File: config.mk
export PLATFORM = sky130hd
export DESIGN_NAME = multi_resource_deadlock_detector_unit
export DESIGN_NICKNAME = d
export VERILOG_FILES = /design/src/rtl/core/mrdd_pkg.sv /design/src/rtl/core/multi_resource_deadlock_detector_unit.sv /design/src/rtl/core/mrdd_datapath.sv /design/src/rtl/core/mrdd_ctrl.sv
export VERILOG_INCLUDE_DIRS = /design/src /design/src/rtl/core
export SDC_FILE = /design/constraint.sdc
export NUM_CORES = 2
export LEC_CHECK = 0
export BUFFER_PORTS_ARGS = -buffer_cell sky130_fd_sc_hd__buf_2
export CAP_MARGIN = 10
export CORE_ASPECT_RATIO = 1.25
export CORE_MARGIN = 5
export CORE_UTILIZATION = 50
export CTS_CLUSTER_DIAMETER = 30
export CTS_CLUSTER_SIZE = 28
export DETAILED_ROUTE_END_ITERATION = 7
export PLACE_DENSITY = 0.64
export SLEW_MARGIN = 10
export SYNTH_ARGS = -nofsm -noshare
export SYNTH_HDL_FRONTEND = slang
export SYNTH_SLANG_ARGS = --single-unit
File: constraint.sdc
create_clock -name clock -period 6.1 [get_ports clock]
set_input_delay 1.22 -clock clock [delete_from_list [all_inputs] [get_ports clock]]
set_output_delay 1.22 -clock clock [all_outputs]
set_load 0.01 [all_outputs]
File: src/rtl/core/assert_macros.svh
// Assertion helpers for the block's modules.
`ifndef ASSERT_MACROS_SVH
`define ASSERT_MACROS_SVH
`ifndef SYNTHESIS
`define ASSERT_IMPLY(label, clk, rst, ante, cons) \
   label: assert property (@(posedge clk) disable iff (rst) (ante) |-> (cons)) \
      else $error("same-cycle implication failed");
`define ASSERT_NEXT(label, clk, rst, ante, cons) \
   label: assert property (@(posedge clk) disable iff (rst) (ante) |=> (cons)) \
      else $error("next-cycle implication failed");
`else
`define ASSERT_IMPLY(label, clk, rst, ante, cons)
`define ASSERT_NEXT(label, clk, rst, ante, cons)
`endif
`endif

File: src/rtl/core/mrdd_pkg.sv
package mrdd_pkg;

   localparam int MAX_PROCESSES = 16;
   localparam int MAX_RESOURCES = 8;
   localparam int COUNT_WIDTH   = 8;

   localparam int PROC_IDX_W = $clog2(MAX_PROCESSES);
   localparam int RES_IDX_W  = $clog2(MAX_RESOURCES);
   localparam int ADDR_W     = PROC_IDX_W + RES_IDX_W;
   localparam int DEPTH      = MAX_PROCESSES * MAX_RESOURCES;
   localparam int PROC_CNT_W = $clog2(MAX_PROCESSES + 1);
   localparam int RES_CNT_W  = $clog2(MAX_RESOURCES + 1);
   localparam int AVAIL_W    = 13;

   localparam logic CSR_IDX_PROCS = 1'b0;
   localparam logic CSR_IDX_RES   = 1'b1;

   typedef enum logic [1:0] {
      KIND_EXIST   = 2'd0,
      KIND_ALLOC   = 2'd1,
      KIND_REQUEST = 2'd2,
      KIND_RUN     = 2'd3
   } req_kind_type;

   typedef enum logic [2:0] {
      ST_IDLE,
      ST_SUM,
      ST_CHECK,
      ST_DRAIN,
      ST_COMMIT,
      ST_DONE
   } state_type;

   typedef enum logic [2:0] {
      OP_NONE,
      OP_LOAD,
      OP_INIT,
      OP_SUM,
      OP_CHECK,
      OP_COMMIT,
      OP_PASS,
      OP_RESULT
   } op_type;

   typedef struct packed {
      op_type                  op;
      req_kind_type            kind;
      logic [PROC_IDX_W-1:0]   proc;
      logic [RES_IDX_W-1:0]    res;
      logic [COUNT_WIDTH-1:0]  value;
   } cmd_type;

   typedef struct packed {
      logic [MAX_PROCESSES-1:0] finished;
      logic                     progress;
   } status_type;

endpackage

File: src/rtl/core/multi_resource_deadlock_detector_unit.sv
// Deadlock detector for resource types with several units each. Load requests
// (tuser 0 existing units, 1 allocation, 2 request) write one table entry
// each and are taken back to back while idle; they give no response. A run
// request (tuser 3) computes the available units per resource by walking the
// allocation table one entry a cycle, then makes passes over the processes: a
// process not yet finished takes one read of the request and allocation RAMs
// per resource, then a drain state and a commit, while a finished one is
// skipped. Passes repeat while one finishes a process, and a run ends in one
// response. The block takes no new request while a run is in progress, but a
// response left waiting in its output register does not hold off new requests.
module multi_resource_deadlock_detector_unit (
   input  logic        clock,
   input  logic        reset,
   input  logic        req_tvalid,
   output logic        req_tready,
   input  logic [15:0] req_tdata,   // proc_index[3:0], res_index[6:4], value[14:7], zero
   input  logic [1:0]  req_tuser,   // req_type[1:0]
   output logic        rsp_tvalid,
   input  logic        rsp_tready,
   output logic [23:0] rsp_tdata,   // deadlock_found[0], deadlocked_mask[16:1],
                                    // deadlocked_count[21:17], zero
   input  logic        csr_psel,
   input  logic        csr_penable,
   input  logic        csr_pwrite,
   input  logic [2:0]  csr_paddr,
   input  logic [31:0] csr_pwdata,
   output logic [31:0] csr_prdata,
   output logic        csr_pready
);
   import mrdd_pkg::*;

   logic [4:0]            num_processes_ff, num_processes_in;
   logic [3:0]            num_resources_ff, num_resources_in;
   logic [PROC_CNT_W-1:0] rows;
   logic [RES_CNT_W-1:0]  cols;
   logic                  csr_write;

   cmd_type               cmd;
   status_type            status;
   logic                  deadlock_found;
   logic [MAX_PROCESSES-1:0] deadlocked_mask;
   logic [PROC_CNT_W-1:0] deadlocked_count;

   assign csr_pready = 1'b1;
   assign csr_write  = csr_psel & csr_penable & csr_pwrite & csr_pready;

   always_comb begin
      num_processes_in = num_processes_ff;
      num_resources_in = num_resources_ff;
      csr_prdata       = '0;
      unique case (csr_paddr[2])
         CSR_IDX_PROCS: begin
            csr_prdata = {27'd0, num_processes_ff};
            if (csr_write) begin
               num_processes_in = csr_pwdata[4:0];
            end
         end
         CSR_IDX_RES: begin
            csr_prdata = {28'd0, num_resources_ff};
            if (csr_write) begin
               num_resources_in = csr_pwdata[3:0];
            end
         end
         default: begin
         end
      endcase
   end

   always_ff @(posedge clock) begin
      if (reset) begin
         num_processes_ff <= 5'd1;
         num_resources_ff <= 4'd1;
      end else begin
         num_processes_ff <= num_processes_in;
         num_resources_ff <= num_resources_in;
      end
   end

   assign rows = (num_processes_ff > 5'(MAX_PROCESSES)) ? PROC_CNT_W'(MAX_PROCESSES)
                                                        : PROC_CNT_W'(num_processes_ff);
   assign cols = (num_resources_ff > 4'(MAX_RESOURCES)) ? RES_CNT_W'(MAX_RESOURCES)
                                                        : RES_CNT_W'(num_resources_ff);

   mrdd_ctrl u_ctrl (
      .clock      (clock),
      .reset      (reset),
      .req_tvalid (req_tvalid),
      .req_tready (req_tready),
      .req_kind   (req_kind_type'(req_tuser)),
      .req_proc   (req_tdata[3:0]),
      .req_res    (req_tdata[6:4]),
      .req_value  (req_tdata[14:7]),
      .rows       (rows),
      .cols       (cols),
      .status     (status),
      .cmd        (cmd),
      .rsp_tvalid (rsp_tvalid),
      .rsp_tready (rsp_tready)
   );

   mrdd_datapath u_datapath (
      .clock            (clock),
      .reset            (reset),
      .cmd              (cmd),
      .rows             (rows),
      .cols             (cols),
      .status           (status),
      .deadlock_found   (deadlock_found),
      .deadlocked_mask  (deadlocked_mask),
      .deadlocked_count (deadlocked_count)
   );

   assign rsp_tdata = {2'b00, deadlocked_count, deadlocked_mask, deadlock_found};

endmodule

File: src/rtl/core/mrdd_datapath.sv
module mrdd_datapath (
   input  logic                                  clock,
   input  logic                                  reset,
   input  mrdd_pkg::cmd_type                     cmd,
   input  logic [mrdd_pkg::PROC_CNT_W-1:0]       rows,
   input  logic [mrdd_pkg::RES_CNT_W-1:0]        cols,
   output mrdd_pkg::status_type                  status,
   output logic                                  deadlock_found,
   output logic [mrdd_pkg::MAX_PROCESSES-1:0]    deadlocked_mask,
   output logic [mrdd_pkg::PROC_CNT_W-1:0]       deadlocked_count
);
   import mrdd_pkg::*;

   logic [COUNT_WIDTH-1:0] alloc_mem [DEPTH];
   logic [COUNT_WIDTH-1:0] req_mem   [DEPTH];
   logic [COUNT_WIDTH-1:0] alloc_rd_ff;
   logic [COUNT_WIDTH-1:0] req_rd_ff;
   logic [ADDR_W-1:0]      addr;

   logic [COUNT_WIDTH-1:0]    existing_ff [MAX_RESOURCES];
   logic [COUNT_WIDTH-1:0]    alloc_row_ff [MAX_RESOURCES];
   logic [COUNT_WIDTH-1:0]    alloc_row_in [MAX_RESOURCES];
   logic signed [AVAIL_W-1:0] avail_ff [MAX_RESOURCES];
   logic signed [AVAIL_W-1:0] avail_in [MAX_RESOURCES];
   logic [MAX_PROCESSES-1:0]  finished_ff, finished_in;
   logic                      progress_ff, progress_in;
   logic                      ok_ff, ok_in;
   op_type                    stage_op_ff;
   logic [RES_IDX_W-1:0]      stage_res_ff;

   logic                      found_ff, found_in;
   logic [MAX_PROCESSES-1:0]  mask_ff, mask_in;
   logic [PROC_CNT_W-1:0]     count_ff, count_in;

   logic signed [AVAIL_W-1:0] req_ext;
   logic signed [AVAIL_W-1:0] alloc_ext;
   logic [MAX_PROCESSES-1:0]  live_mask;

   assign addr      = {cmd.proc, cmd.res};
   assign req_ext   = signed'({{(AVAIL_W-COUNT_WIDTH){1'b0}}, req_rd_ff});
   assign alloc_ext = signed'({{(AVAIL_W-COUNT_WIDTH){1'b0}}, alloc_rd_ff});

   always_ff @(posedge clock) begin
      if (cmd.op == OP_LOAD && cmd.kind == KIND_ALLOC) begin
         alloc_mem[addr] <= cmd.value;
      end
      if (cmd.op == OP_LOAD && cmd.kind == KIND_REQUEST) begin
         req_mem[addr] <= cmd.value;
      end
      alloc_rd_ff <= alloc_mem[addr];
      req_rd_ff   <= req_mem[addr];
   end

   always_ff @(posedge clock) begin
      if (cmd.op == OP_LOAD && cmd.kind == KIND_EXIST) begin
         existing_ff[cmd.res] <= cmd.value;
      end
      alloc_row_ff <= alloc_row_in;
      found_ff     <= found_in;
      mask_ff      <= mask_in;
      count_ff     <= count_in;
      stage_res_ff <= cmd.res;
   end

   always_comb begin
      for (int i = 0; i < MAX_PROCESSES; i++) begin
         live_mask[i] = (PROC_CNT_W'(i) < rows);
      end
   end

   always_comb begin
      avail_in     = avail_ff;
      alloc_row_in = alloc_row_ff;
      finished_in  = finished_ff;
      progress_in  = progress_ff;
      ok_in        = ok_ff;
      found_in     = found_ff;
      mask_in      = mask_ff;
      count_in     = count_ff;

      case (stage_op_ff)
         OP_SUM: begin
            avail_in[stage_res_ff] = avail_ff[stage_res_ff] - alloc_ext;
         end
         OP_CHECK: begin
            if (req_ext > avail_ff[stage_res_ff]) begin
               ok_in = 1'b0;
            end
            alloc_row_in[stage_res_ff] = alloc_rd_ff;
         end
         default: begin
         end
      endcase

      case (cmd.op)
         OP_INIT: begin
            for (int j = 0; j < MAX_RESOURCES; j++) begin
               avail_in[j] = signed'({{(AVAIL_W-COUNT_WIDTH){1'b0}}, existing_ff[j]});
            end
            finished_in = '0;
            progress_in = 1'b0;
            ok_in       = 1'b1;
         end
         OP_COMMIT: begin
            if (ok_ff) begin
               finished_in[cmd.proc] = 1'b1;
               progress_in           = 1'b1;
               for (int j = 0; j < MAX_RESOURCES; j++) begin
                  if (RES_CNT_W'(j) < cols) begin
                     avail_in[j] = avail_ff[j] +
                        signed'({{(AVAIL_W-COUNT_WIDTH){1'b0}}, alloc_row_ff[j]});
                  end
               end
            end
            ok_in = 1'b1;
         end
         OP_PASS: begin
            progress_in = 1'b0;
         end
         OP_RESULT: begin
            mask_in  = ~finished_ff & live_mask;
            count_in = PROC_CNT_W'($countones(~finished_ff & live_mask));
            found_in = |(~finished_ff & live_mask);
         end
         default: begin
         end
      endcase
   end

   always_ff @(posedge clock) begin
      if (reset) begin
         for (int j = 0; j < MAX_RESOURCES; j++) begin
            avail_ff[j] <= '0;
         end
         finished_ff <= '0;
         progress_ff <= 1'b0;
         ok_ff       <= 1'b1;
         stage_op_ff <= OP_NONE;
      end else begin
         avail_ff    <= avail_in;
         finished_ff <= finished_in;
         progress_ff <= progress_in;
         ok_ff       <= ok_in;
         stage_op_ff <= cmd.op;
      end
   end

   assign status.finished  = finished_ff;
   assign status.progress  = progress_ff;
   assign deadlock_found   = found_ff;
   assign deadlocked_mask  = mask_ff;
   assign deadlocked_count = count_ff;

endmodule

File: src/rtl/core/mrdd_ctrl.sv
`include "assert_macros.svh"

module mrdd_ctrl (
   input  logic                                 clock,
   input  logic                                 reset,
   input  logic                                 req_tvalid,
   output logic                                 req_tready,
   input  mrdd_pkg::req_kind_type               req_kind,
   input  logic [mrdd_pkg::PROC_IDX_W-1:0]      req_proc,
   input  logic [mrdd_pkg::RES_IDX_W-1:0]       req_res,
   input  logic [mrdd_pkg::COUNT_WIDTH-1:0]     req_value,
   input  logic [mrdd_pkg::PROC_CNT_W-1:0]      rows,
   input  logic [mrdd_pkg::RES_CNT_W-1:0]       cols,
   input  mrdd_pkg::status_type                 status,
   output mrdd_pkg::cmd_type                    cmd,
   output logic                                 rsp_tvalid,
   input  logic                                 rsp_tready
);
   import mrdd_pkg::*;

   state_type             state_ff, state_in;
   logic [PROC_CNT_W-1:0] proc_ff, proc_in;
   logic [RES_CNT_W-1:0]  res_ff, res_in;
   logic                  rsp_valid_ff, rsp_valid_in;

   always_ff @(posedge clock) begin
      if (reset) begin
         state_ff     <= ST_IDLE;
         proc_ff      <= '0;
         res_ff       <= '0;
         rsp_valid_ff <= 1'b0;
      end else begin
         state_ff     <= state_in;
         proc_ff      <= proc_in;
         res_ff       <= res_in;
         rsp_valid_ff <= rsp_valid_in;
      end
   end

   always_comb begin
      state_in     = state_ff;
      proc_in      = proc_ff;
      res_in       = res_ff;
      rsp_valid_in = rsp_valid_ff & ~rsp_tready;
      req_tready   = 1'b0;
      cmd.op       = OP_NONE;
      cmd.kind     = req_kind;
      cmd.proc     = proc_ff[PROC_IDX_W-1:0];
      cmd.res      = res_ff[RES_IDX_W-1:0];
      cmd.value    = req_value;

      unique case (state_ff)
         ST_IDLE: begin
            req_tready = 1'b1;
            if (req_tvalid) begin
               if (req_kind == KIND_RUN) begin
                  cmd.op   = OP_INIT;
                  proc_in  = '0;
                  res_in   = '0;
                  state_in = ST_SUM;
               end else begin
                  cmd.op   = OP_LOAD;
                  cmd.proc = req_proc;
                  cmd.res  = req_res;
               end
            end
         end
         ST_SUM: begin
            if (proc_ff >= rows || cols == '0) begin
               proc_in  = '0;
               res_in   = '0;
               state_in = ST_CHECK;
            end else begin
               cmd.op = OP_SUM;
               if (res_ff == cols - RES_CNT_W'(1)) begin
                  res_in  = '0;
                  proc_in = proc_ff + PROC_CNT_W'(1);
               end else begin
                  res_in = res_ff + RES_CNT_W'(1);
               end
            end
         end
         ST_CHECK: begin
            if (proc_ff >= rows) begin
               if (status.progress) begin
                  cmd.op  = OP_PASS;
                  proc_in = '0;
                  res_in  = '0;
               end else begin
                  state_in = ST_DONE;
               end
            end else if (res_ff == '0 && status.finished[proc_ff[PROC_IDX_W-1:0]]) begin
               proc_in = proc_ff + PROC_CNT_W'(1);
            end else if (res_ff >= cols) begin
               state_in = ST_DRAIN;
            end else begin
               cmd.op = OP_CHECK;
               res_in = res_ff + RES_CNT_W'(1);
            end
         end
         ST_DRAIN: begin
            state_in = ST_COMMIT;
         end
         ST_COMMIT: begin
            cmd.op   = OP_COMMIT;
            proc_in  = proc_ff + PROC_CNT_W'(1);
            res_in   = '0;
            state_in = ST_CHECK;
         end
         ST_DONE: begin
            if (!rsp_valid_ff || rsp_tready) begin
               cmd.op       = OP_RESULT;
               rsp_valid_in = 1'b1;
               state_in     = ST_IDLE;
            end
         end
         default: begin
            state_in = ST_IDLE;
         end
      endcase
   end

   assign rsp_tvalid = rsp_valid_ff;

   `ASSERT_IMPLY(a_rsp_from_done, clock, reset, $rose(rsp_valid_ff), $past(state_ff) == ST_DONE)
   `ASSERT_NEXT(a_run_starts_sum, clock, reset, req_tvalid && req_tready && req_kind == KIND_RUN, state_ff == ST_SUM)
   `ASSERT_IMPLY(a_commit_after_drain, clock, reset, state_ff == ST_COMMIT, $past(state_ff) == ST_DRAIN)
   `ASSERT_IMPLY(a_sum_col_range, clock, reset, state_ff == ST_SUM && proc_ff < rows && cols != '0, res_ff < cols)

endmodule

Yosys cells after proc, flatten, opt, wreduce, memory -nomap -nowiden

Memory sizes are Yosys's and may differ from the RTL's. A register that Yosys moved wholly into a read port is not among the register bits.
Index checks and enable logic that the tools add are counted.

Reduce and logical (&&, ||, !) cells: 27
Add/sub/neg operators: 27
Bitwise logic cells: 9
$lt $le $gt $ge: 34
Muxes and demuxes: 78
Equality and inequality tests: 28

Operators by type and width:

| kind                 | number |
|---|---|
| $mux W104            | 2 |
| $pmux W104 S2        | 1 |
| $mux W13             | 11 |
| $add A13 B9 Y13      | 8 |
| $bwmux W104          | 1 |
| $bwmux W64           | 1 |
| $pmux W32 S2         | 1 |
| $mux W3              | 14 |
| $lt A4 B5 Y1 const A | 8 |
| $mux W5              | 8 |
| $bmux W13 S3         | 1 |
| $demux W13 S3        | 1 |
| $mux W4              | 9 |
| $add A5 B5 Y5        | 7 |
| $pmux W16 S2         | 1 |
| $demux W8 S3         | 1 |
| $mux W7              | 3 |
| $lt A3 B5 Y1 const A | 4 |
| $pmux W5 S4          | 1 |
| $eq A3 B3 Y1 const B | 6 |
| $pmux W3 S6          | 1 |
| $add A1 B1 Y2        | 8 |
| $and A16 B16 Y16     | 1 |
| $lt A3 B4 Y1 const A | 4 |
| 55 further kinds     | 100 |

Memories kept: 3
Memory bits (writable): 2112
Logic and storage cells: 236
Input port bits: 60
Flip-flop bits (word level): 236
Output and inout port bits: 59

Memories:

| memory                 | words | width | read ports | clocked after Yosys merged registers in | wr ports | line                | source |
|---|---|---|---|---|---|---|---|
| u_datapath.alloc_mem   | 128   | 8     | 1          | 1                                       | 1        | mrdd_datapath.sv:14 | `logic [COUNT_WIDTH-1:0] alloc_mem [DEPTH];` |
| u_datapath.req_mem     | 128   | 8     | 1          | 1                                       | 1        | mrdd_datapath.sv:15 | `logic [COUNT_WIDTH-1:0] req_mem [DEPTH];` |
| u_datapath.existing_ff | 8     | 8     | 8          | 0                                       | 1        | mrdd_datapath.sv:20 | `logic [COUNT_WIDTH-1:0] existing_ff [MAX_RESOURCES];` |

Depth between registers and ports, before layout

Depth after elaboration: 11
Depth in mapped cells: 20
Gate-level depth less buffers: 16

Hierarchy

From an unflattened synthesis, not the netlist that was laid out.

Cell total of the unflattened synthesis: 6093
Area, all modules: 93495.9 um2

Modules (own cells, without submodules):

| module                                | area an instance (um2) | cells each | times used |
|---|---|---|---|
| mrdd_datapath                         | 91197.5                | 5812       | 1 |
| mrdd_ctrl                             | 1555.2                 | 198        | 1 |
| multi_resource_deadlock_detector_unit | 743.2                  | 83         | 1 |

Worst setup path before layout

No wires, ideal clock.

Path type: input-to-reg
Start point: input req_tuser[1]
End point: memory u_datapath.req_mem[83][0] (enable)
Required time: 5.730 ns
Stages on the path: 14
Setup slack: 1.558 ns
Arrival time: 4.172 ns
Path through: buf_2 > a21bo_2 > buf_2 > nor4_1 > or2_1 > clkbuf_1 > buf_2 > buf_2 > buf_2 > buf_2 > buf_2 > nand2_1 > clkbuf_1 > nor2_1

Cells in the longest elaborated chain, start to end: 8
Elaborated cells on any way between the ends: 12
Those cells by class: eq/ne: 3; mux: 8; reduce/logical: 1

Ends and longest elaborated chain:

| item                          | line                                        | source |
|---|---|---|
| from (decl)                   | multi_resource_deadlock_detector_unit.sv:17 | `input logic [1:0] req_tuser,` |
| $eq A2 B2 Y1                  | mrdd_ctrl.sv:56                             | `if (req_kind == KIND_RUN) begin` |
| $mux W2                       | mrdd_ctrl.sv:56                             |  |
| $mux W3                       | mrdd_ctrl.sv:55                             | `if (req_tvalid) begin` |
| $pmux W3 S5                   | mrdd_ctrl.sv:52                             | `unique case (state_ff)` |
| $eq A3 B1 Y1                  | mrdd_datapath.sv:47                         | `if (cmd.op == OP_LOAD && cmd.kind == KIND_REQUEST) begin` |
| $logic_and A1 B1 Y1           | mrdd_datapath.sv:47                         |  |
| $mux W1                       | mrdd_datapath.sv:47                         |  |
| $mux W1 (not written as such) | mrdd_datapath.sv:48                         | `req_mem[addr] <= cmd.value;` |
| to (decl)                     | mrdd_datapath.sv:15                         |  |

Several ways; a longest one is shown, not always the timed one.

Final worst setup path

Start point: register u_ctrl.state_ff[2]
End point: register u_datapath.alloc_rd_ff[3], read port of u_datapath.alloc_mem

Cells in the longest elaborated chain, start to end: 2

Ends and longest elaborated chain:

| item                   | line                | source |
|---|---|---|
| from (decl)            | mrdd_ctrl.sv:21     | `state_type state_ff, state_in;` |
| from (signal assigned) | mrdd_ctrl.sv:33     | `state_ff <= state_in;` |
| $logic_not A3 Y1       | mrdd_ctrl.sv:52     |  |
| $mux W7                | mrdd_ctrl.sv:52     |  |
| to (decl)              | mrdd_datapath.sv:16 | `logic [COUNT_WIDTH-1:0] alloc_rd_ff;` |

Every way passes these cells.
A chain may end at the register's enable or synchronous reset.

==> impl_metrics.py <==
metrics = {
    "clock_tree": {
        "postCtsHoldBufs": 0,
        "post_cts_buffers": 0,
        "clk_pin_slew_ps": 50,
        "clk_path_buf_depth": 4,
        "cts_tree": "yes",
        "cts_inserted_buffers": 399,
        "insertion_delay_ps": 970,
        "clock-root-buffer": "clkbuf_16",
        "ctsResizeCount": 0,
        "clkSinkCount": 2364,
        "cts_htree_levels": 5,
    },
    "logic_synthesis": {
        "ys_types": 83,
        "synth_top_cell_area_share": 0.695,
        "synth.most_common_cell": "edfxtp_1",
        "synth_area_leaders": "edfxtp_1, a22oi_1, dfxtp_1, o21ai_0, nor2_1",
        "syn_inst": 6473,
        "synthTopCellsByCount": "edfxtp_1, a22oi_1, nor2_1",
        "async_flop_share": 0,
        "synth_area_um2": 95000,
        "ys.flop_type": "edfxtp_1",
        "seq_area_frac_synth": 0.730,
        "ys_seq_elements": 2364,
        "yosys.area.top_type": "edfxtp_1",
        "synth_area_per_cell_um2": 14.7,
        "ys_warn_count": 0,
        "synth_edf_count": 2198,
    },
    "outcome": {
        "status": "completed",
    },
    "worst_setup_path": {
        "crit_path_start": "u_ctrl.state_ff[2]$_SDFFE_PP0P_",
        "worst_path_dominant_cell_family": "simple AND/OR/NAND/NOR gates",
        "cp-end-kind": "flop",
        "reg2reg_from": "u_ctrl.state_ff[2]$_SDFFE_PP0P_",
        "cp_cell_sequence": "or3_4 > clkinv_4 > nand2_1 > buf_4 > mux2_2 > nand2_1 > buf_4 > a31oi_1 > a21oi_1 > nor4b_1 > nand4_1",
        "cp-start-kind": "flop",
        "path_max_fanout": 17,
        "r2r-end": "u_datapath.alloc_rd_ff[3]$_DFF_P_",
        "crit_required_ps": 6890,
        "cp_data_arrival_time_ps": 5820,
        "r2r_slack_ps": 1070,
        "reg2reg_depth": 11,
        "cpPeakStageDelay_ps": 1020,
        "critical-path-slowest-cell": "nor4b_1",
        "endpoint": "u_datapath.alloc_rd_ff[3]$_DFF_P_",
        "path_buf_inv": 3,
        "cp.depth": 11,
        "crit_type": "reg2reg",
    },
    "placement": {
        "dp_slack_ps": 753,
        "gp_congestion": 0.937,
        "io_buffers": 58,
        "dp.final_hpwl_um": 196000,
    },
    "routing": {
        "final_antenna_net_count": 0,
        "routed_wl_um": 318000,
        "dr.pass1.iters": 6,
        "vias": 64900,
        "wl_per_cell_um": 32.5,
        "drtIter0Drc": 9092,
        "via_per_inst": 6.64,
        "route.detailed.drc": 0,
    },
    "power_and_ir_drop": {
        "p_per_area_nw_per_um2": 417,
        "peakVddDrop_mv": 0.285,
        "p_leak_nw": 37.9,
    },
    "cells_and_area": {
        "drive_above_1_share": 0.170,
        "syn2layout_area_growth_pct": 20.0,
        "n_fill_cell": 14000,
        "final_net_count": 7108,
        "post-route-util": 0.604,
    },
    "sta": {
        "worst_pin_slew_ps": 1290,
        "maxSlewViolCount": 0,
        "finalClockSkew_ps": 80.8,
        "max_slew_margin": 0.136,
        "fmax_mhz": 199,
        "period_minus_slack_ps": 5030,
        "setup_tns_ps": 0,
        "hold_viol": 0,
        "setup_viol": 0,
        "period_share": 0.825,
        "finalWorstSetupSlack_ps": 1070,
        "hold_ws_ps": 487,
        "rsz0062_at_grt": "false",
    },
    "floorplan": {
        "start_util": 0.504,
        "fp.dieW_um": 400,
        "core_um2": 189000,
        "die_h_um": 497,
        "design.die.area_um2": 199000,
        "row_count": 178,
        "ios": 119,
    },
    "grt": {
        "antenna_found_initial": 25,
        "grt_max_degree": 155,
        "grt_usage": 0.313,
        "grt_pass1_wl_um": 450000,
        "grt_pass1_vias": 62500,
        "gr-total-overflow": 0,
    },
    "hold_path": {
        "hold_path.class": "reg2reg",
    },
    "run": {
        "maxCapViolCount": 0,
    },
}
worst min path at each step:
| stage | from | endpoint | depth (start not counted) |
|---|---|---|---|
| 4_1_cts | csr_pwdata[3] | num_processes_ff[3]$_SDFFE_PP0P_ | 3 |
| 6_report | u_datapath.existing_ff[0][0]$_DFFE_PP_ | u_datapath.avail_ff[91]$_SDFF_PP0_ | 2 |
| 3_5_place_dp | u_ctrl.rsp_tvalid$_SDFF_PP0_ | u_ctrl.rsp_tvalid$_SDFF_PP0_ | 2 |
| 2_1_floorplan | u_datapath.finished_ff[15]$_SDFFE_PP0P_ | u_datapath.finished_ff[15]$_SDFFE_PP0P_ | 2 |
| 5_1_grt | csr_pwdata[3] | num_processes_ff[3]$_SDFFE_PP0P_ | 3 |
| 3_3_place_gp | u_ctrl.rsp_tvalid$_SDFF_PP0_ | u_ctrl.rsp_tvalid$_SDFF_PP0_ | 2 |
worst min-delay path, cell delays in order (launching register included):
cell and delay (ps):
edfxtp_1 320, a221oi_1 80, nor2_1 80
power breakdown:
group / leakage (nW) / internal (W) / switching, W
clock: 6.50 / 0.0145 / 0.00805
combinational: 10.3 / 0.00193 / 0.00485
sequential: 21.1 / 0.0179 / 0.000217
stage by stage:
step,power (W),cells,cell area [um2]
6_report,0.0475,9780,114000
5_1_grt,0.0486,9755,114000
4_1_cts,0.0474,9753,114000
3_5_place_dp,0.0250,9030,100000
3_3_place_gp,0.0250,9029,100000
2_1_floorplan,0.0216,6501,95100
cell families (layout without fill, tap and decap cells):
logic type,count (synthesis),count (layout),share of synthesized area
XOR/XNOR,74,74,0.00682
other,2,57,0.0000791
AO/OA/AOI/OAI,1954,1954,0.143
multiplexers,133,133,0.0162
AND/OR/NAND/NOR,1287,1287,0.0611
flip-flops,2364,2364,0.730
adder cells (fa/ha/maj),137,137,0.0196
buffers and inverters,522,1254,0.0232
state kept, by name (all words and copies together), names as in the netlist, 4 cells and up:
register                     cells
u_datapath.deadlocked_mask      16
u_datapath.existing_ff          64
u_datapath.finished_ff          16
u_datapath.alloc_mem          1024
u_datapath.alloc_row_ff         64
u_datapath.avail_ff            104
u_datapath.req_rd_ff             8
u_ctrl.res_ff                    4
u_ctrl.proc_ff                   5
num_processes_ff                 5
u_datapath.alloc_rd_ff           8
u_datapath.req_mem            1024
num_resources_ff                 4
u_datapath.deadlocked_count      5
area by class of cell:
cell class / instances / area, um2 / area share
tap: 2520 / 3150 / 0.0277
multi-input combinational: 3615 / 23800 / 0.209
sequential: 2364 / 69300 / 0.608
clock inverter: 282 / 3330 / 0.0292
inverter: 84 / 325 / 0.00285
timing repair buffer: 447 / 3670 / 0.0322
clock buffer: 441 / 10300 / 0.0904
antenna: 27 / 67.6 / 0.000593
cell usage in the layout, fill, tap and decap left out, drive strengths merged, types with 104 or more instances in the layout:
cell | netlist | final
a21oi | 254 | 254
a221oi | 109 | 109
a22o | 178 | 178
a22oi | 593 | 593
buf | 193 | 439
clkbuf | 245 | 449
clkinv | 1 | 110
dfxtp | 166 | 166
edfxtp | 2198 | 2198
ha | 117 | 117
inv | 83 | 141
nand2 | 395 | 395
nand3 | 104 | 104
nor2 | 469 | 469
o21ai | 365 | 365
layer usage:
| layer | vias up | wire, um | track usage |
|---|---|---|---|
| met5 | - | 123 | 0 |
| met4 | 18 | 21400 | 0.181 |
| met3 | 1049 | 37600 | 0.0797 |
| met2 | 4633 | 145000 | 0.480 |
| met1 | 32500 | 114000 | 0.405 |
| li1 | 26700 | - | - |
No activity file was read; power rests on OpenSTA's default activity.
